## config.mk

```make
export PLATFORM = sky130hd
export DESIGN_NAME = tap_tempo_estimator
export DESIGN_NICKNAME = d
export VERILOG_FILES = /design/src/hw/rtl/tte_pkg.sv /design/src/hw/rtl/tap_tempo_estimator.sv
export SDC_FILE = /design/constraint.sdc
export NUM_CORES = 1
export LEC_CHECK = 0
export BUFFER_PORTS_ARGS = -buffer_cell sky130_fd_sc_hd__buf_2
export CORE_UTILIZATION = 65
export DETAILED_ROUTE_END_ITERATION = 12
export PLACE_DENSITY_LB_ADDON = 0.2
export SYNTH_ARGS = -nofsm -noshare
export SYNTH_HDL_FRONTEND = slang
export SYNTH_SLANG_ARGS = --single-unit
export TNS_END_PERCENT = 30
```

## constraint.sdc

```tcl
create_clock -name clock -period 18.3 [get_ports clock]
set_input_delay 0 -clock clock [delete_from_list [all_inputs] [get_ports clock]]
set_output_delay 0 -clock clock [all_outputs]
set_load 0.01 [all_outputs]
```

## src/hw/rtl/tte_pkg.sv

```systemverilog
// tte_pkg: constants, register indexes and sequencer states of the tap tempo estimator
// depends on nothing; imported by tap_tempo_estimator

package tte_pkg;

   // stamps kept between taps; one more slot holds the tap being worked on
   localparam int unsigned HISTORY_DEPTH = 8;
   localparam int unsigned STAMP_SLOTS   = HISTORY_DEPTH + 1;
   localparam int unsigned COUNT_W       = $clog2(STAMP_SLOTS + 1);
   localparam int unsigned SLOT_IDX_W    = $clog2(STAMP_SLOTS);

   // fixed field widths
   localparam int unsigned STAMP_W     = 32;
   localparam int unsigned CSR_DATA_W  = 16;
   localparam int unsigned CSR_INDEX_W = 2;
   localparam int unsigned TEMPO_W     = 16;
   localparam int unsigned TAPS_USED_W = 4;

   // tenths of bpm times milliseconds per minute
   localparam int unsigned TENTHS_PER_MINUTE = 600000;
   localparam int unsigned NUM_W = $clog2(TENTHS_PER_MINUTE * HISTORY_DEPTH + 1);

   // divider: dividend 2*num + span, divisor 2*span
   localparam int unsigned DIVIDEND_W = (((NUM_W + 1) > STAMP_W) ? (NUM_W + 1) : STAMP_W) + 1;
   localparam int unsigned DIVISOR_W  = STAMP_W + 1;
   localparam int unsigned STEP_W     = $clog2(DIVIDEND_W);

   // register reset values
   localparam logic [CSR_DATA_W-1:0] TIMEOUT_RESET = 16'd2000;
   localparam logic [CSR_DATA_W-1:0] MIN_RESET     = 16'd10;
   localparam logic [CSR_DATA_W-1:0] MAX_RESET     = 16'd9600;

   // register indexes
   localparam logic [CSR_INDEX_W-1:0] REG_TIMEOUT_MS = 2'd0;
   localparam logic [CSR_INDEX_W-1:0] REG_TEMPO_MIN  = 2'd1;
   localparam logic [CSR_INDEX_W-1:0] REG_TEMPO_MAX  = 2'd2;

   typedef enum logic [4:0] {
      ST_IDLE = 5'b00001,
      ST_MULT = 5'b00010,
      ST_LOAD = 5'b00100,
      ST_DIV  = 5'b01000,
      ST_DONE = 5'b10000
   } seq_state_type;

endpackage

```

## src/hw/rtl/tap_tempo_estimator.sv

```systemverilog
// tap_tempo_estimator: tap history, timeout clear, tempo estimate with a serial restoring divider
// depends on tte_pkg

// Each req transfer is one tap carrying a free-running millisecond stamp; each tap gives
// exactly one rsp transfer. A gap above timeout_ms since the previous tap drops the stored
// history (history_cleared is set when stamps were actually dropped). With two or more
// stamps the tempo in tenths of bpm is 600000*(n-1)/(newest-oldest), rounded to nearest
// and clamped to the configured floor and ceiling (ceiling wins if they cross); equal
// newest and oldest stamps give the ceiling. Up to HISTORY_DEPTH+1 stamps take part, then
// the oldest is dropped. A tap steps through MULT, LOAD, DIV and DONE; the radix-2 restoring
// divider in DIV retires one quotient bit a cycle. A tap with no estimate, or a zero span,
// skips LOAD and DIV and goes from MULT to DONE. req_ready is low while a tap is in flight.
// The result sits in an output register, so a new tap is taken while the previous result
// still waits on rsp_ready. Configuration writes are always taken and should be done while
// the block is idle.

module tap_tempo_estimator
   import tte_pkg::*;
(
   input  logic                   clock,
   input  logic                   reset,

   input  logic                   req_valid,
   output logic                   req_ready,
   input  logic [STAMP_W-1:0]     req_tap_time_ms,

   output logic                   rsp_valid,
   input  logic                   rsp_ready,
   output logic [TEMPO_W-1:0]     rsp_tempo_tenths,
   output logic                   rsp_tempo_valid,
   output logic [TAPS_USED_W-1:0] rsp_taps_used,
   output logic                   rsp_history_cleared,

   input  logic                   csr_valid,
   output logic                   csr_ready,
   input  logic [CSR_INDEX_W-1:0] csr_index,
   input  logic [CSR_DATA_W-1:0]  csr_wdata
);

   // configuration registers
   logic [CSR_DATA_W-1:0] timeout_ff, min_ff, max_ff;

   // sequencer
   seq_state_type state_ff, state_in;

   // tap history, oldest stamp at slot zero
   logic [STAMP_W-1:0] stamps_ff [STAMP_SLOTS];
   logic [STAMP_W-1:0] stamps_in [STAMP_SLOTS];
   logic [COUNT_W-1:0] count_ff, count_in;
   logic [STAMP_W-1:0] prev_ff;

   // per-tap working values
   logic [COUNT_W-1:0]    used_ff, used_in;
   logic                  cleared_ff, cleared_in;
   logic [STAMP_W-1:0]    span_ff, span_in;
   logic [NUM_W-1:0]      num_ff;

   // divider
   logic [DIVISOR_W-1:0]  rem_ff;
   logic [DIVIDEND_W-1:0] quo_ff;
   logic [DIVISOR_W-1:0]  divisor_ff;
   logic [STEP_W-1:0]     step_ff;

   // output register
   logic                   rsp_valid_ff;
   logic [TEMPO_W-1:0]     rsp_tempo_ff;
   logic                   rsp_est_ff;
   logic [TAPS_USED_W-1:0] rsp_used_ff;
   logic                   rsp_cleared_ff;

   logic                  req_xfer;
   logic                  rsp_free;
   logic [STAMP_W-1:0]    gap;
   logic                  timed_out;
   logic [COUNT_W-1:0]    count_eff;
   logic [STAMP_W-1:0]    oldest;
   logic                  trim;
   logic [STAMP_W-1:0]    written [STAMP_SLOTS];
   logic [DIVISOR_W:0]    trial;
   logic                  fits;
   logic                  has_estimate;
   logic [TEMPO_W-1:0]    tempo_final;
   logic [DIVIDEND_W-1:0] raised;

   assign req_ready = (state_ff == ST_IDLE);
   assign req_xfer  = req_valid && req_ready;
   assign rsp_free  = !rsp_valid_ff || rsp_ready;
   assign csr_ready = 1'b1;

   assign rsp_valid           = rsp_valid_ff;
   assign rsp_tempo_tenths    = rsp_tempo_ff;
   assign rsp_tempo_valid     = rsp_est_ff;
   assign rsp_taps_used       = rsp_used_ff;
   assign rsp_history_cleared = rsp_cleared_ff;

   // tap intake: timeout check, append, span and trim all in the transfer cycle
   always_comb begin
      gap       = req_tap_time_ms - prev_ff;
      timed_out = gap > STAMP_W'(timeout_ff);
      count_eff = timed_out ? '0 : count_ff;
      cleared_in = timed_out && (count_ff != '0);
      used_in   = count_eff + COUNT_W'(1);
      // with an empty history the new stamp is also the oldest
      oldest    = (count_eff == '0) ? req_tap_time_ms : stamps_ff[0];
      span_in   = req_tap_time_ms - oldest;
      trim      = used_in > COUNT_W'(HISTORY_DEPTH);
      count_in  = trim ? COUNT_W'(HISTORY_DEPTH) : used_in;
      for (int i = 0; i < STAMP_SLOTS; i++) begin
         written[i] = (count_eff == COUNT_W'(i)) ? req_tap_time_ms : stamps_ff[i];
      end
      for (int i = 0; i < STAMP_SLOTS; i++) begin
         if (trim && (i < STAMP_SLOTS - 1)) begin
            stamps_in[i] = written[(i + 1) % STAMP_SLOTS];
         end else begin
            stamps_in[i] = written[i];
         end
      end
   end

   // one restoring divider step
   always_comb begin
      trial = {rem_ff, quo_ff[DIVIDEND_W-1]};
      fits  = trial >= {1'b0, divisor_ff};
   end

   // result selection and clamp
   always_comb begin
      has_estimate = used_ff >= COUNT_W'(2);
      raised = (quo_ff < DIVIDEND_W'(min_ff)) ? DIVIDEND_W'(min_ff) : quo_ff;
      if (!has_estimate) begin
         tempo_final = '0;
      end else if (span_ff == '0) begin
         tempo_final = max_ff;
      end else if (raised > DIVIDEND_W'(max_ff)) begin
         tempo_final = max_ff;
      end else begin
         tempo_final = raised[TEMPO_W-1:0];
      end
   end

   // sequencer
   always_comb begin
      state_in = state_ff;
      case (state_ff)
         ST_IDLE: begin
            if (req_xfer) state_in = ST_MULT;
         end
         ST_MULT: begin
            if ((used_ff < COUNT_W'(2)) || (span_ff == '0)) state_in = ST_DONE;
            else state_in = ST_LOAD;
         end
         ST_LOAD: state_in = ST_DIV;
         ST_DIV: begin
            if (step_ff == '0) state_in = ST_DONE;
         end
         ST_DONE: begin
            if (rsp_free) state_in = ST_IDLE;
         end
         default: state_in = ST_IDLE;
      endcase
   end

   always_ff @(posedge clock) begin
      if (reset) begin
         state_ff     <= ST_IDLE;
         count_ff     <= '0;
         prev_ff      <= '0;
         rsp_valid_ff <= 1'b0;
         timeout_ff   <= TIMEOUT_RESET;
         min_ff       <= MIN_RESET;
         max_ff       <= MAX_RESET;
      end else begin
         state_ff <= state_in;
         if (csr_valid && csr_ready) begin
            case (csr_index)
               REG_TIMEOUT_MS: timeout_ff <= csr_wdata;
               REG_TEMPO_MIN:  min_ff     <= csr_wdata;
               REG_TEMPO_MAX:  max_ff     <= csr_wdata;
               default: ;
            endcase
         end
         if (req_xfer) begin
            count_ff <= count_in;
            prev_ff  <= req_tap_time_ms;
         end
         if (state_ff == ST_DONE && rsp_free) begin
            rsp_valid_ff <= 1'b1;
         end else if (rsp_ready) begin
            rsp_valid_ff <= 1'b0;
         end
      end
   end

   // payload and datapath registers
   always_ff @(posedge clock) begin
      if (req_xfer) begin
         stamps_ff  <= stamps_in;
         used_ff    <= used_in;
         cleared_ff <= cleared_in;
         span_ff    <= span_in;
      end
      if (state_ff == ST_MULT) begin
         num_ff <= NUM_W'(TENTHS_PER_MINUTE * (used_ff - COUNT_W'(1)));
      end
      if (state_ff == ST_LOAD) begin
         // adding span before halving the quotient rounds half up
         rem_ff     <= '0;
         quo_ff     <= DIVIDEND_W'({num_ff, 1'b0}) + DIVIDEND_W'(span_ff);
         divisor_ff <= {span_ff, 1'b0};
         step_ff    <= STEP_W'(DIVIDEND_W - 1);
      end
      if (state_ff == ST_DIV) begin
         rem_ff  <= fits ? DIVISOR_W'(trial - {1'b0, divisor_ff}) : trial[DIVISOR_W-1:0];
         quo_ff  <= {quo_ff[DIVIDEND_W-2:0], fits};
         step_ff <= step_ff - STEP_W'(1);
      end
      if (state_ff == ST_DONE && rsp_free) begin
         rsp_tempo_ff   <= tempo_final;
         rsp_est_ff     <= has_estimate;
         rsp_used_ff    <= TAPS_USED_W'(used_ff);
         rsp_cleared_ff <= cleared_ff;
      end
   end

endmodule
```

# After elaboration in Yosys (flattened, before gate mapping)
# Cells that the tools add are included.
# word_totals
output_inout_bits,25
in_bits,55
regBits,558
# op_classes
n_reduce_logical,17
mul,1
order_cmp,7
n_eq_ne,18
addsub,7
n_mux,36
# op_table
operator,n
two-way mux 32 bit,17
two-way mux 33 bit,6
subtractor 32 bit,2
greater-or-equal comparator 34 x 33 -> 1 bit,1
adder 24 x 32 -> 33 bit,1
greater-than comparator 33 x 16 -> 1 bit,1
< comparator 33 x 16 -> 1 bit,1
subtractor 33 bit,1
greater-than comparator 32 x 16 -> 1 bit,1
zero test 32 bit,1
"multiplier 14 x 32 -> 17 bit, first input constant",1
two-way mux 16 bit,2
case mux 5 bit (5 select lines),1
two-way mux 5 bit,4
"== test 4 x 3 -> 1 bit, second input constant",4
two-way mux 6 bit,2
"== test 4 x 2 -> 1 bit, second input constant",2
two-way mux 4 bit,2
zero test 6 bit,1
AND reduction 2 bit,3
"subtractor 6 x 1 -> 6 bit, second input constant",1
"== test 5 x 1 -> 1 bit, second input constant",1
"== test 5 x 2 -> 1 bit, second input constant",1
"== test 5 x 3 -> 1 bit, second input constant",1
other kinds (22),28

# Depth between registers and ports, before layout
# Gate-level depths: netlist of run 1.
# depth
depth_word,6
depth_mapped,48
ltp_nobuf,42

# Least setup slack after synthesis of run 1
# OpenSTA, ideal clock, no wires.
# synth_timing
path_kind,reg-to-reg
from,register state_ff[2]
to,"register cleared_ff, enable pin"
setup_slack_ns,7.430
setup_time_ns,0.819
required_ns,17.481
path_buffers,1
period_less_slack_ns,10.870
path_stages_with_launch,7
t_arrival_ns,10.051
cell_sequence,dfxtp_1 > nor3_1 > nand3b_1 > inv_1 > nand2_1 > inv_1 > clkbuf_1
# synth_between
elab_chain_cells,2
# synth_lines
element,line,source
start: declaration,tap_tempo_estimator.sv:44,"seq_state_type state_ff, state_in;"
start signal: assignment,tap_tempo_estimator.sv:173,state_ff <= state_in;
== test 5 x 1 -> 1 bit,tap_tempo_estimator.sv:85,assign req_ready = (state_ff == ST_IDLE);
via req_ready,tap_tempo_estimator.sv:24,"output logic req_ready,"
logical AND 1 bit,tap_tempo_estimator.sv:86,assign req_xfer = req_valid && req_ready;
via req_xfer,tap_tempo_estimator.sv:71,logic req_xfer;
end signal: assignment,tap_tempo_estimator.sv:199,cleared_ff <= cleared_in;
end: declaration,tap_tempo_estimator.sv:54,"logic cleared_ff, cleared_in;"
# The timed path passes the listed nets, and every way through them passes these cells.
# A chain may end at the register's enable or synchronous reset.

# Final worst setup path of run 1
# layout_timing
from,register prev_ff[0]
to,"register span_ff[28], data pin"
# layout_between
elab_chain_cells,6
# layout_lines
element,line,source
start: declaration,tap_tempo_estimator.sv:50,logic [STAMP_W-1:0] prev_ff;
start signal: assignment,tap_tempo_estimator.sv:184,prev_ff <= req_tap_time_ms;
subtractor 32 bit,tap_tempo_estimator.sv:98,gap = req_tap_time_ms - prev_ff;
greater-than comparator 32 x 16 -> 1 bit,tap_tempo_estimator.sv:99,timed_out = gap > STAMP_W'(timeout_ff);
two-way mux 4 bit,tap_tempo_estimator.sv:100,count_eff = timed_out ? '0 : count_ff;
zero test 4 bit,tap_tempo_estimator.sv:104,oldest = (count_eff == '0) ? req_tap_time_ms : stamps_ff[0];
two-way mux 32 bit,-,
subtractor 32 bit,tap_tempo_estimator.sv:105,span_in = req_tap_time_ms - oldest;
via span_in[28],tap_tempo_estimator.sv:55,"logic [STAMP_W-1:0] span_ff, span_in;"
end signal: assignment,tap_tempo_estimator.sv:200,span_ff <= span_in;
end: declaration,tap_tempo_estimator.sv:55,
# The timed path passes the listed nets, and every way through them passes these cells.

==> results of run 1 <==
[registers in the layout, indices dropped and copies added (netlist names), 17 cells and up]
| name | count |
|---|---|
| stamps_ff | 288 |
| quo_ff | 33 |
| rem_ff | 33 |
| divisor_ff | 32 |
| prev_ff | 32 |
| span_ff | 32 |
| num_ff | 17 |
[final timing paths]
| path | depth (start not counted) | end |
|---|---|---|
| setup / recovery | 40 | span_ff[28] |
| hold / removal | 3 | min_ff[3] |
| setup reg to reg | 40 | span_ff[28] |
| hold reg to reg | 2 | prev_ff[17] |
[cell families (layout without fill, tap and decap cells)]
kind of cell    count (synthesis)  in the layout
compound gates                870            870
xor+xnor                      125            125
fa+ha+maj                     226            226
buf+inv                       455            512
flops                         558            558
mux                           158            158
other cells                     1              5
simple gates                 1209           1209
[cell type report]
| type | instances | area [µm²] | area share (%) |
|---|---|---|---|
| Clock buffer | 81 | 1680 | 4.51 |
| Clock inverter | 24 | 234 | 0.630 |
| Timing Repair Buffer | 161 | 1160 | 3.12 |
| Sequential cell | 558 | 15900 | 42.7 |
| Multi-Input combinational cell | 2590 | 16400 | 44.2 |
| Inverter | 246 | 931 | 2.51 |
| Tap cell | 680 | 851 | 2.29 |
| Antenna cell | 3 | 7.51 | 0.0202 |
[worst register-to-register path: cells and delay by family, from the launching register on]
| family | cells | cell delay, ns |
|---|---|---|
| buffers and inverters | 2 | 0.28 |
| AOI/OAI and AO/OA | 19 | 5.06 |
| xor gates and xnor gates | 2 | 0.26 |
| muxes | 1 | 0.29 |
| adders and majority gates | 6 | 1.94 |
| DFF | 1 | 0.32 |
| and+or+nand+nor | 10 | 1.96 |
[synth_stat cells, types with 16 or more instances]
cell type / n
sky130_fd_sc_hd__a211oi_1: 22
sky130_fd_sc_hd__a22oi_1: 34
sky130_fd_sc_hd__inv_1: 246
sky130_fd_sc_hd__edfxtp_1: 468
sky130_fd_sc_hd__o21a_1: 22
sky130_fd_sc_hd__a211o_1: 17
sky130_fd_sc_hd__nor3_1: 66
sky130_fd_sc_hd__nor2b_1: 26
sky130_fd_sc_hd__nand4_1: 22
sky130_fd_sc_hd__nand2_1: 444
sky130_fd_sc_hd__a21oi_1: 279
sky130_fd_sc_hd__clkbuf_1: 170
sky130_fd_sc_hd__dfxtp_1: 90
sky130_fd_sc_hd__mux2_2: 39
sky130_fd_sc_hd__a21o_1: 46
sky130_fd_sc_hd__mux2i_1: 119
sky130_fd_sc_hd__fa_1: 22
sky130_fd_sc_hd__nor2_1: 463
sky130_fd_sc_hd__nor4_1: 25
sky130_fd_sc_hd__a31oi_1: 53
sky130_fd_sc_hd__o21ai_0: 149
sky130_fd_sc_hd__o22ai_1: 119
sky130_fd_sc_hd__a21boi_0: 21
sky130_fd_sc_hd__xnor2_1: 69
sky130_fd_sc_hd__nand2b_1: 30
sky130_fd_sc_hd__and3_1: 16
sky130_fd_sc_hd__buf_1: 29
sky130_fd_sc_hd__xor2_1: 56
sky130_fd_sc_hd__nand3_1: 49
sky130_fd_sc_hd__ha_1: 193
[where the power goes]
| group | total, µW | leakage [µW] | internal (µW) | switching, µW |
|---|---|---|---|---|
| clock | 1200 | 0.000923 | 694 | 508 |
| combinational | 685 | 0.00847 | 258 | 427 |
| sequential | 1640 | 0.00488 | 1550 | 85.0 |
[layer usage]
layer | wire, µm | share of wire [%]
met5 | 0 | 0
met4 | 3770 | 4.1
met3 | 7350 | 7.9
met2 | 44600 | 48
met1 | 36900 | 40
[through the flow]
| step | total power (µW) | utilization, % |
|---|---|---|
| 6_report | 3530 | 72.2 |
| 5_1_grt | 3660 | 72.2 |
| 3_3_place_gp | 2290 | 67.4 |
| 2_1_floorplan | 2180 | - |
| 4_1_cts | 3520 | 72.2 |
| 3_5_place_dp | 2320 | 67.4 |
==> report_table.html, run 1 <==
<table>
<tr><th>Metric</th><th>Value</th></tr>
<tr><th colspan="2">Timing</th></tr>
<tr><td>FMAX</td><td>96.6 MHz</td></tr>
<tr><td>Final max-slew violation count</td><td>0</td></tr>
<tr><td># setup viols final</td><td>0</td></tr>
<tr><td>Final hold slack</td><td>0.198 ns</td></tr>
<tr><td>Max-Slew Margin vs Limit</td><td>12.9%</td></tr>
<tr><td>Accumulated negative setup slack</td><td>0 ns</td></tr>
<tr><td>Unrepaired setup endpoints after global routing</td><td>no</td></tr>
<tr><td>Minimum clock period after layout</td><td>10.35 ns</td></tr>
<tr><td>Final hold viol count</td><td>0</td></tr>
<tr><td>Worst Skew</td><td>0.0173 ns</td></tr>
<tr><td>Tightest Pin Transition</td><td>1.31 ns</td></tr>
<tr><td>Period Utilization, post-route</td><td>56.6%</td></tr>
<tr><td>Final worst setup slack</td><td>7.95 ns</td></tr>
<tr><th colspan="2">CTS</th></tr>
<tr><td>Clock transition at the registers of the reported paths</td><td>0.06 ns</td></tr>
<tr><td>Setup Fix Bufs, Post-CTS</td><td>0</td></tr>
<tr><td>TritonCTS sink count</td><td>558</td></tr>
<tr><td>Total of hold buffers inserted after clock tree synthesis</td><td>57</td></tr>
<tr><td>Resized Gates After CTS</td><td>0</td></tr>
<tr><td>Num CTS Buffers</td><td>59</td></tr>
<tr><td>Worst-case clock buffer depth</td><td>3</td></tr>
<tr><td>Root Driver</td><td>sky130_fd_sc_hd__clkbuf_16</td></tr>
<tr><td>CTS tree</td><td>yes</td></tr>
<tr><td>Worst skew pair latency</td><td>0.62 ns</td></tr>
<tr><td>H-tree depth</td><td>2</td></tr>
<tr><th colspan="2">Synth</th></tr>
<tr><td>Synthesized instance count</td><td>3602</td></tr>
<tr><td>Ys flop type</td><td>sky130_fd_sc_hd__edfxtp_1</td></tr>
<tr><td>Synth Cell Area</td><td>33900 µm²</td></tr>
<tr><td>Portion of netlist area occupied by mux cells</td><td>4.81%</td></tr>
<tr><td>Dominant combinational cell family by area after synthesis</td><td>compound AO/OA/AOI/OAI gates</td></tr>
<tr><td>Number of enable flip-flop cells after synthesis</td><td>468</td></tr>
<tr><td>Area fraction in compound gates after synthesis</td><td>15.9%</td></tr>
<tr><td>Post-synthesis average cell area</td><td>9.41 µm²</td></tr>
<tr><td>Post-Synth XOR/XNOR Area</td><td>3.23%</td></tr>
<tr><td>Most area-consuming cells after synthesis</td><td>sky130_fd_sc_hd__edfxtp_1 41%, sky130_fd_sc_hd__ha_1 7.1%, sky130_fd_sc_hd__dfxtp_1 5.3%</td></tr>
<tr><td>Share of synthesized registers carrying an async set or reset</td><td>0%</td></tr>
<tr><td>Synthesis-stage register bit count</td><td>558</td></tr>
<tr><td>Warning count from the yosys run</td><td>0</td></tr>
<tr><td>Post-Synth Adder-Cell Area</td><td>8.75%</td></tr>
<tr><td>Sequential-to-total area share from yosys stat</td><td>46.8%</td></tr>
<tr><td>Cell type with the largest total area after synthesis</td><td>sky130_fd_sc_hd__edfxtp_1</td></tr>
<tr><td>Number of different library cells in the post-synthesis netlist</td><td>84</td></tr>
<tr><td>Yosys top cell area share</td><td>41.5%</td></tr>
<tr><td>Simple-gate portion of the synthesized area</td><td>15.4%</td></tr>
<tr><th colspan="2">Setup path</th></tr>
<tr><td>Worst Setup SP</td><td>prev_ff[0]</td></tr>
<tr><td>Req. time, crit path</td><td>18.67 ns</td></tr>
<tr><td>Startpoint type of the worst setup path</td><td>flip-flop</td></tr>
<tr><td>Worst reg2reg startpoint</td><td>prev_ff[0]</td></tr>
<tr><td>Largest driver fanout on the critical path</td><td>48</td></tr>
<tr><td>Crit-path slowest cell</td><td>sky130_fd_sc_hd__o41ai_1</td></tr>
<tr><td>Endpoint arrival time on the critical path</td><td>10.72 ns</td></tr>
<tr><td>Worst Path Class, Setup</td><td>reg2reg</td></tr>
<tr><td>R2R Setup Slk</td><td>7.95 ns</td></tr>
<tr><td>Most repeated library cell on the critical path</td><td>sky130_fd_sc_hd__o21ai_0</td></tr>
<tr><td>Maximum cell stage delay along the critical path</td><td>0.57 ns</td></tr>
<tr><td>Number of buffers and inverters on the critical path</td><td>2</td></tr>
<tr><td>Kind of end point of the critical path</td><td>flip-flop</td></tr>
<tr><td>Category of cells accounting for the largest share of critical-path delay</td><td>compound AO/OA/AOI/OAI gates</td></tr>
<tr><th colspan="2">Cells and area</th></tr>
<tr><td>Commonest non-fill, non-tap cells in the layout</td><td>468 x sky130_fd_sc_hd__edfxtp_1, 462 x sky130_fd_sc_hd__nor2_1, 439 x sky130_fd_sc_hd__nand2_1, 278 x sky130_fd_sc_hd__a21oi_1, 245 x sky130_fd_sc_hd__inv_1</td></tr>
<tr><td>Synthesis-to-finish area growth</td><td>9.48%</td></tr>
<tr><td>Design area</td><td>37100 µm²</td></tr>
<tr><td>Count of placed standard cells in the final layout, fillers left out</td><td>4343</td></tr>
<tr><td>Commonest non-fill, non-tap cell in the layout</td><td>sky130_fd_sc_hd__edfxtp_1</td></tr>
<tr><td>Net total in the final layout</td><td>3886</td></tr>
<tr><td>Fill cell count</td><td>3698</td></tr>
<tr><td>Layout cells sized above 1</td><td>7.51%</td></tr>
<tr><th colspan="2">Floorplanning</th></tr>
<tr><td>Initial standard-cell utilization of the core</td><td>65.9%</td></tr>
<tr><td>I/O pin count</td><td>80</td></tr>
<tr><td>Number of standard-cell rows in the floorplan</td><td>83</td></tr>
<tr><td>Floorplan die area</td><td>53100 µm²</td></tr>
<tr><td>Placeable core area</td><td>51400 µm²</td></tr>
<tr><td>Horiz. Die Dim</td><td>230 µm</td></tr>
<tr><td>Die outline height</td><td>230 µm</td></tr>
<tr><th colspan="2">Global route</th></tr>
<tr><td>Fraction of met2 tracks used by global routing</td><td>58.2%</td></tr>
<tr><td>Largest net degree at the start of global routing</td><td>131</td></tr>
<tr><td>Wire length of the first global-routing pass</td><td>144000 µm</td></tr>
<tr><td>Number of global-route vias before repair</td><td>26700</td></tr>
<tr><td>Gr usage total</td><td>34.4%</td></tr>
<tr><td>Met1 demand-to-capacity share in global routing</td><td>44.1%</td></tr>
<tr><td>Final global-route overflow total</td><td>0</td></tr>
<tr><td>Global routing met3 resource utilization</td><td>5.00%</td></tr>
<tr><td>Antenna violations before repair</td><td>2</td></tr>
<tr><td>Most Used Layer, Global Route</td><td>met2</td></tr>
<tr><th colspan="2">Hold path</th></tr>
<tr><td>Hold path startpoint</td><td>csr_wdata[3]</td></tr>
<tr><td>Class of the tightest hold or removal check</td><td>in2reg</td></tr>
<tr><th colspan="2">Placed design</th></tr>
<tr><td>Post-place instance area</td><td>34600 µm²</td></tr>
<tr><td>Cell total after placement</td><td>4178</td></tr>
<tr><td>Port-buffer cells</td><td>78</td></tr>
<tr><td>Final weighted congestion in routability-driven placement</td><td>0.899</td></tr>
<tr><td>Half-perimeter wire length after detailed placement</td><td>61200 µm</td></tr>
<tr><td>Pre-CTS setup slack</td><td>8.09 ns</td></tr>
<tr><th colspan="2">Drt</th></tr>
<tr><td>DRT antenna net count</td><td>0</td></tr>
<tr><td>Via Count</td><td>27700</td></tr>
<tr><td>Detail-routed via count per cell</td><td>6.37</td></tr>
<tr><td>Iteration count of the initial detailed-routing pass</td><td>8</td></tr>
<tr><td>Drt wl/cell</td><td>21.3 µm</td></tr>
<tr><td>DRC violation count after routing</td><td>0</td></tr>
<tr><td>Total wirelength of the detailed-routed design</td><td>92600 µm</td></tr>
<tr><td>Drt first-iter violations</td><td>2964</td></tr>
<tr><th colspan="2">Power and ir drop</th></tr>
<tr><td>Reported leakage power</td><td>0.0143 µW</td></tr>
<tr><td>Worst supply voltage drop on vdd</td><td>134 µV</td></tr>
<tr><td>Power density relative to cell area</td><td>95.0 nW/µm²</td></tr>
<tr><th colspan="2">Flow run</th></tr>
<tr><td>Max_cap viols</td><td>0</td></tr>
<tr><th colspan="2">Run status</th></tr>
<tr><td>Outcome</td><td>finished clean</td></tr>
</table>
(Power assumes the default switching activity.)
==> run 2, diff against run 1 <==
- ABC_AREA: unset -> 1
- CORE_UTILIZATION: 65 -> 64
- clock period: 18.3 -> 10.1 ns (I/O delays scaled with it)
==> run 2 against run 1 <==
Wire length down 6.9%. Clock power is 81% higher. Global-route usage shrank 3.4 points. Register-to-register slack lost 4.1 ns. Sequential share of layout area shrank 1.3 points. Largest power group unchanged. First-iteration DRC count down 19%.
==> report_table.html, run 2 <==
<table>
<tr><th>Metric</th><th>Value</th></tr>
<tr><th colspan="2">Synth</th></tr>
<tr><td>Yosys top cell area share</td><td>40.2% (was 41.5%)</td></tr>
<tr><td>Post-synthesis average cell area</td><td>8.12 µm² (was 9.41 µm²)</td></tr>
<tr><td>Synthesized instance count</td><td>4302 (was 3602)</td></tr>
<tr><td>Commonest cells in the netlist</td><td>1273 x sky130_fd_sc_hd__nand2_1, 485 x sky130_fd_sc_hd__inv_1, 468 x sky130_fd_sc_hd__edfxtp_1 (was 468 x sky130_fd_sc_hd__edfxtp_1, 463 x sky130_fd_sc_hd__nor2_1, 444 x sky130_fd_sc_hd__nand2_1)</td></tr>
<tr><td>Sequential-to-total area share from yosys stat</td><td>45.4% (was 46.8%)</td></tr>
<tr><td>Synth Cell Area</td><td>34900 µm² (was 33900 µm²)</td></tr>
<tr><td>Most instantiated library cell after synthesis</td><td>sky130_fd_sc_hd__nand2_1 (was sky130_fd_sc_hd__edfxtp_1)</td></tr>
<tr><td>Share of synthesized registers carrying an async set or reset</td><td>0% (unchanged)</td></tr>
<tr><td>Number of different library cells in the post-synthesis netlist</td><td>57 (was 84)</td></tr>
<tr><td>Warning count from the yosys run</td><td>0 (unchanged)</td></tr>
<tr><td>Cell type with the largest total area after synthesis</td><td>sky130_fd_sc_hd__edfxtp_1 (unchanged)</td></tr>
<tr><td>Most area-consuming cells after synthesis</td><td>sky130_fd_sc_hd__edfxtp_1 40%, sky130_fd_sc_hd__nand2_1 14%, sky130_fd_sc_hd__ha_1 6.9% (was sky130_fd_sc_hd__edfxtp_1 41%, sky130_fd_sc_hd__ha_1 7.1%, sky130_fd_sc_hd__dfxtp_1 5.3%)</td></tr>
<tr><td>Number of enable flip-flop cells after synthesis</td><td>468 (unchanged)</td></tr>
<tr><td>Ys flop type</td><td>sky130_fd_sc_hd__edfxtp_1 (unchanged)</td></tr>
<tr><td>Synthesis-stage register bit count</td><td>558 (unchanged)</td></tr>
<tr><th colspan="2">Drt</th></tr>
<tr><td>Via Count</td><td>28600 (was 27700)</td></tr>
<tr><td>DRC violation count after routing</td><td>0 (unchanged)</td></tr>
<tr><td>Iteration count of the initial detailed-routing pass</td><td>6 (was 8)</td></tr>
<tr><td>Drt wl/cell</td><td>16.8 µm (was 21.3 µm)</td></tr>
<tr><td>Drt first-iter violations</td><td>2395 (was 2964)</td></tr>
<tr><td>DRT antenna net count</td><td>0 (unchanged)</td></tr>
<tr><td>Total wirelength of the detailed-routed design</td><td>86200 µm (was 92600 µm)</td></tr>
<tr><td>Detail-routed via count per cell</td><td>5.59 (was 6.37)</td></tr>
<tr><th colspan="2">Cells and area</th></tr>
<tr><td>Register with the most flip-flops</td><td>stamps_ff (unchanged)</td></tr>
<tr><td>Commonest non-fill, non-tap cell in the layout</td><td>sky130_fd_sc_hd__nand2_1 (was sky130_fd_sc_hd__edfxtp_1)</td></tr>
<tr><td>Largest registers</td><td>stamps_ff (288), quo_ff (33), rem_ff (33) (unchanged)</td></tr>
<tr><td>Net total in the final layout</td><td>4645 (was 3886)</td></tr>
<tr><td>Commonest non-fill, non-tap cells in the layout</td><td>1265 x sky130_fd_sc_hd__nand2_1, 485 x sky130_fd_sc_hd__inv_1, 468 x sky130_fd_sc_hd__edfxtp_1, 358 x sky130_fd_sc_hd__o21ai_0, 341 x sky130_fd_sc_hd__a21oi_1 (was 468 x sky130_fd_sc_hd__edfxtp_1, 462 x sky130_fd_sc_hd__nor2_1, 439 x sky130_fd_sc_hd__nand2_1, 278 x sky130_fd_sc_hd__a21oi_1, 245 x sky130_fd_sc_hd__inv_1)</td></tr>
<tr><td>Synthesis-to-finish area growth</td><td>9.55% (was 9.48%)</td></tr>
<tr><td>Fill cell count</td><td>4270 (was 3698)</td></tr>
<tr><td>Layout cells sized above 1</td><td>5.81% (was 7.51%)</td></tr>
<tr><td>Count of placed standard cells in the final layout, fillers left out</td><td>5117 (was 4343)</td></tr>
<tr><td>Number of flip-flops under the largest register name</td><td>288 (unchanged)</td></tr>
<tr><th colspan="2">Setup path</th></tr>
<tr><td>Maximum cell stage delay along the critical path</td><td>0.45 ns (was 0.57 ns)</td></tr>
<tr><td>Startpoint type of the worst setup path</td><td>flip-flop (unchanged)</td></tr>
<tr><td>Crit-path slowest cell</td><td>sky130_fd_sc_hd__nand2_4 (was sky130_fd_sc_hd__o41ai_1)</td></tr>
<tr><td>Worst Setup SP</td><td>prev_ff[0] (unchanged)</td></tr>
<tr><td>Worst Path Class, Setup</td><td>reg2reg (unchanged)</td></tr>
<tr><td>Most repeated library cell on the critical path</td><td>sky130_fd_sc_hd__nand2_1 (was sky130_fd_sc_hd__o21ai_0)</td></tr>
<tr><td>Largest driver fanout on the critical path</td><td>52 (was 48)</td></tr>
<tr><td>Req. time, crit path</td><td>10.47 ns (was 18.67 ns)</td></tr>
<tr><td>Endpoint arrival time on the critical path</td><td>6.65 ns (was 10.72 ns)</td></tr>
<tr><td>Kind of end point of the critical path</td><td>flip-flop (unchanged)</td></tr>
<tr><td>Worst reg2reg startpoint</td><td>prev_ff[0] (unchanged)</td></tr>
<tr><th colspan="2">Global route</th></tr>
<tr><td>Global routing met3 resource utilization</td><td>2.98% (was 5.00%)</td></tr>
<tr><td>Antenna violations before repair</td><td>1 (was 2)</td></tr>
<tr><td>Gr usage total</td><td>31.0% (was 34.4%)</td></tr>
<tr><td>Final global-route overflow total</td><td>0 (unchanged)</td></tr>
<tr><td>Most Used Layer, Global Route</td><td>met2 (unchanged)</td></tr>
<tr><td>Largest net degree at the start of global routing</td><td>190 (was 131)</td></tr>
<tr><td>Number of global-route vias before repair</td><td>26800 (was 26700)</td></tr>
<tr><td>Fraction of met2 tracks used by global routing</td><td>52.9% (was 58.2%)</td></tr>
<tr><td>Met1 demand-to-capacity share in global routing</td><td>40.7% (was 44.1%)</td></tr>
<tr><td>Wire length of the first global-routing pass</td><td>138000 µm (was 144000 µm)</td></tr>
<tr><th colspan="2">Timing</th></tr>
<tr><td># setup viols final</td><td>0 (unchanged)</td></tr>
<tr><td>Final worst setup slack</td><td>3.82 ns (was 7.95 ns)</td></tr>
<tr><td>FMAX</td><td>159 MHz (was 96.6 MHz)</td></tr>
<tr><td>Accumulated negative setup slack</td><td>0 ns (unchanged)</td></tr>
<tr><td>Period Utilization, post-route</td><td>62.1% (was 56.6%)</td></tr>
<tr><td>Final hold viol count</td><td>0 (unchanged)</td></tr>
<tr><td>Tightest Pin Transition</td><td>1.13 ns (was 1.31 ns)</td></tr>
<tr><td>Final hold slack</td><td>0.212 ns (was 0.198 ns)</td></tr>
<tr><td>Max-Slew Margin vs Limit</td><td>24.7% (was 12.9%)</td></tr>
<tr><td>Worst Skew</td><td>0.0195 ns (was 0.0173 ns)</td></tr>
<tr><td>Unrepaired setup endpoints after global routing</td><td>no (unchanged)</td></tr>
<tr><td>Minimum clock period after layout</td><td>6.28 ns (was 10.35 ns)</td></tr>
<tr><td>Final max-slew violation count</td><td>0 (unchanged)</td></tr>
<tr><th colspan="2">CTS</th></tr>
<tr><td>H-tree depth</td><td>2 (unchanged)</td></tr>
<tr><td>Root Driver</td><td>sky130_fd_sc_hd__clkbuf_16 (unchanged)</td></tr>
<tr><td>Resized Gates After CTS</td><td>0 (unchanged)</td></tr>
<tr><td>Clock transition at the registers of the reported paths</td><td>0.06 ns (about the same)</td></tr>
<tr><td>Worst-case clock buffer depth</td><td>3 (unchanged)</td></tr>
<tr><td>Num CTS Buffers</td><td>58 (was 59)</td></tr>
<tr><td>Setup Fix Bufs, Post-CTS</td><td>0 (unchanged)</td></tr>
<tr><td>TritonCTS sink count</td><td>558 (unchanged)</td></tr>
<tr><td>Worst skew pair latency</td><td>0.63 ns (was 0.62 ns)</td></tr>
<tr><td>CTS tree</td><td>yes (unchanged)</td></tr>
<tr><th colspan="2">Floorplanning</th></tr>
<tr><td>Number of standard-cell rows in the floorplan</td><td>85 (was 83)</td></tr>
<tr><td>Horiz. Die Dim</td><td>236 µm (was 230 µm)</td></tr>
<tr><td>I/O pin count</td><td>80 (unchanged)</td></tr>
<tr><td>Floorplan die area</td><td>55500 µm² (was 53100 µm²)</td></tr>
<tr><td>Placeable core area</td><td>53800 µm² (was 51400 µm²)</td></tr>
<tr><td>Initial standard-cell utilization of the core</td><td>64.9% (was 65.9%)</td></tr>
<tr><td>Die outline height</td><td>236 µm (was 230 µm)</td></tr>
<tr><th colspan="2">Power and ir drop</th></tr>
<tr><td>Reported leakage power</td><td>0.0177 µW (was 0.0143 µW)</td></tr>
<tr><td>Worst supply voltage drop on vdd</td><td>157 µV (was 134 µV)</td></tr>
<tr><td>Power density relative to cell area</td><td>157 nW/µm² (was 95.0 nW/µm²)</td></tr>
<tr><th colspan="2">Placed design</th></tr>
<tr><td>Half-perimeter wire length after detailed placement</td><td>60100 µm (was 61200 µm)</td></tr>
<tr><td>Final weighted congestion in routability-driven placement</td><td>1.02 (was 0.899)</td></tr>
<tr><td>Cell total after placement</td><td>4945 (was 4178)</td></tr>
<tr><td>Port-buffer cells</td><td>78 (unchanged)</td></tr>
<tr><td>Pre-CTS setup slack</td><td>3.81 ns (was 8.09 ns)</td></tr>
<tr><th colspan="2">Hold path</th></tr>
<tr><td>Hold path startpoint</td><td>csr_wdata[10] (was csr_wdata[3])</td></tr>
<tr><td>Class of the tightest hold or removal check</td><td>in2reg (unchanged)</td></tr>
<tr><th colspan="2">Flow run</th></tr>
<tr><td>Max_cap viols</td><td>0 (unchanged)</td></tr>
<tr><th colspan="2">Run status</th></tr>
<tr><td>Outcome</td><td>finished clean (unchanged)</td></tr>
</table>
run 2: cells by family after synthesis:
logic type	share of synthesized area (%)
AO/OA/AOI/OAI	13.1
XOR/XNOR	2.68
adder cells (fa/ha/maj)	8.18
buffers and inverters	7.88
flip-flops	45.4
multiplexers	2.06
other	0.0107
AND/OR/NAND/NOR	20.7
run 2: report_power, final:
part	switching [µW]	internal (µW)
logic	673	373
clock network	895	1280
registers	73.1	2720
total	1640	4370
run 2: worst paths after layout:
path	to	slack (ns)	depth (start not counted)
hold / removal	max_ff[10]	0.21	4
setup / recovery	span_ff[27]	3.82	36
hold reg to reg	rsp_history_cleared	0.42	0
setup reg to reg	span_ff[27]	3.82	36
run 2: repair_timing:
item / CTS / global route
endpoints found under the setup margin: 0 / 0
hold buffers: 66 / 0
endpoints found under the hold margin: 91 / 0
run 2: worst max-delay path, delay by kind of cell, from the launching register on:
family | cells | cell delay [ns]
compound gates | 2 | 0.57
xor+xnor | 1 | 0.09
fa+ha+maj | 5 | 1.54
buf+inv | 5 | 0.67
flops | 1 | 0.31
simple gates | 23 | 2.81
run 2: final cells by class:
cell class / instances / area, µm² / area share (%)
diodes: 1 / 2.50 / 0.00654
flip-flops and latches: 558 / 15900 / 41.4
inverters: 531 / 2010 / 5.24
clock buffers: 83 / 1680 / 4.40
clock inverters: 22 / 226 / 0.592
repair buffers: 169 / 1250 / 3.27
well taps: 696 / 871 / 2.28
multi-input cells: 3057 / 16400 / 42.8
run 2: routing by layer:
layer	share of wire [%]	vias up	wire length [µm]
li1	-	14400	-
met1	43	13200	37200
met2	48	827	41100
met3	5.3	168	4550
met4	3.8	0	3310
met5	0	-	0
run 2: per-stage QoR:
step,utilization [%],total power (µW),instance area [µm²]
detailed placement,66.3,3850,35700
CTS,71.1,6030,38300
finish,71.1,6010,38300
global route,71.1,6280,38300
global placement,66.3,3810,35700
floorplan,-,3620,34900
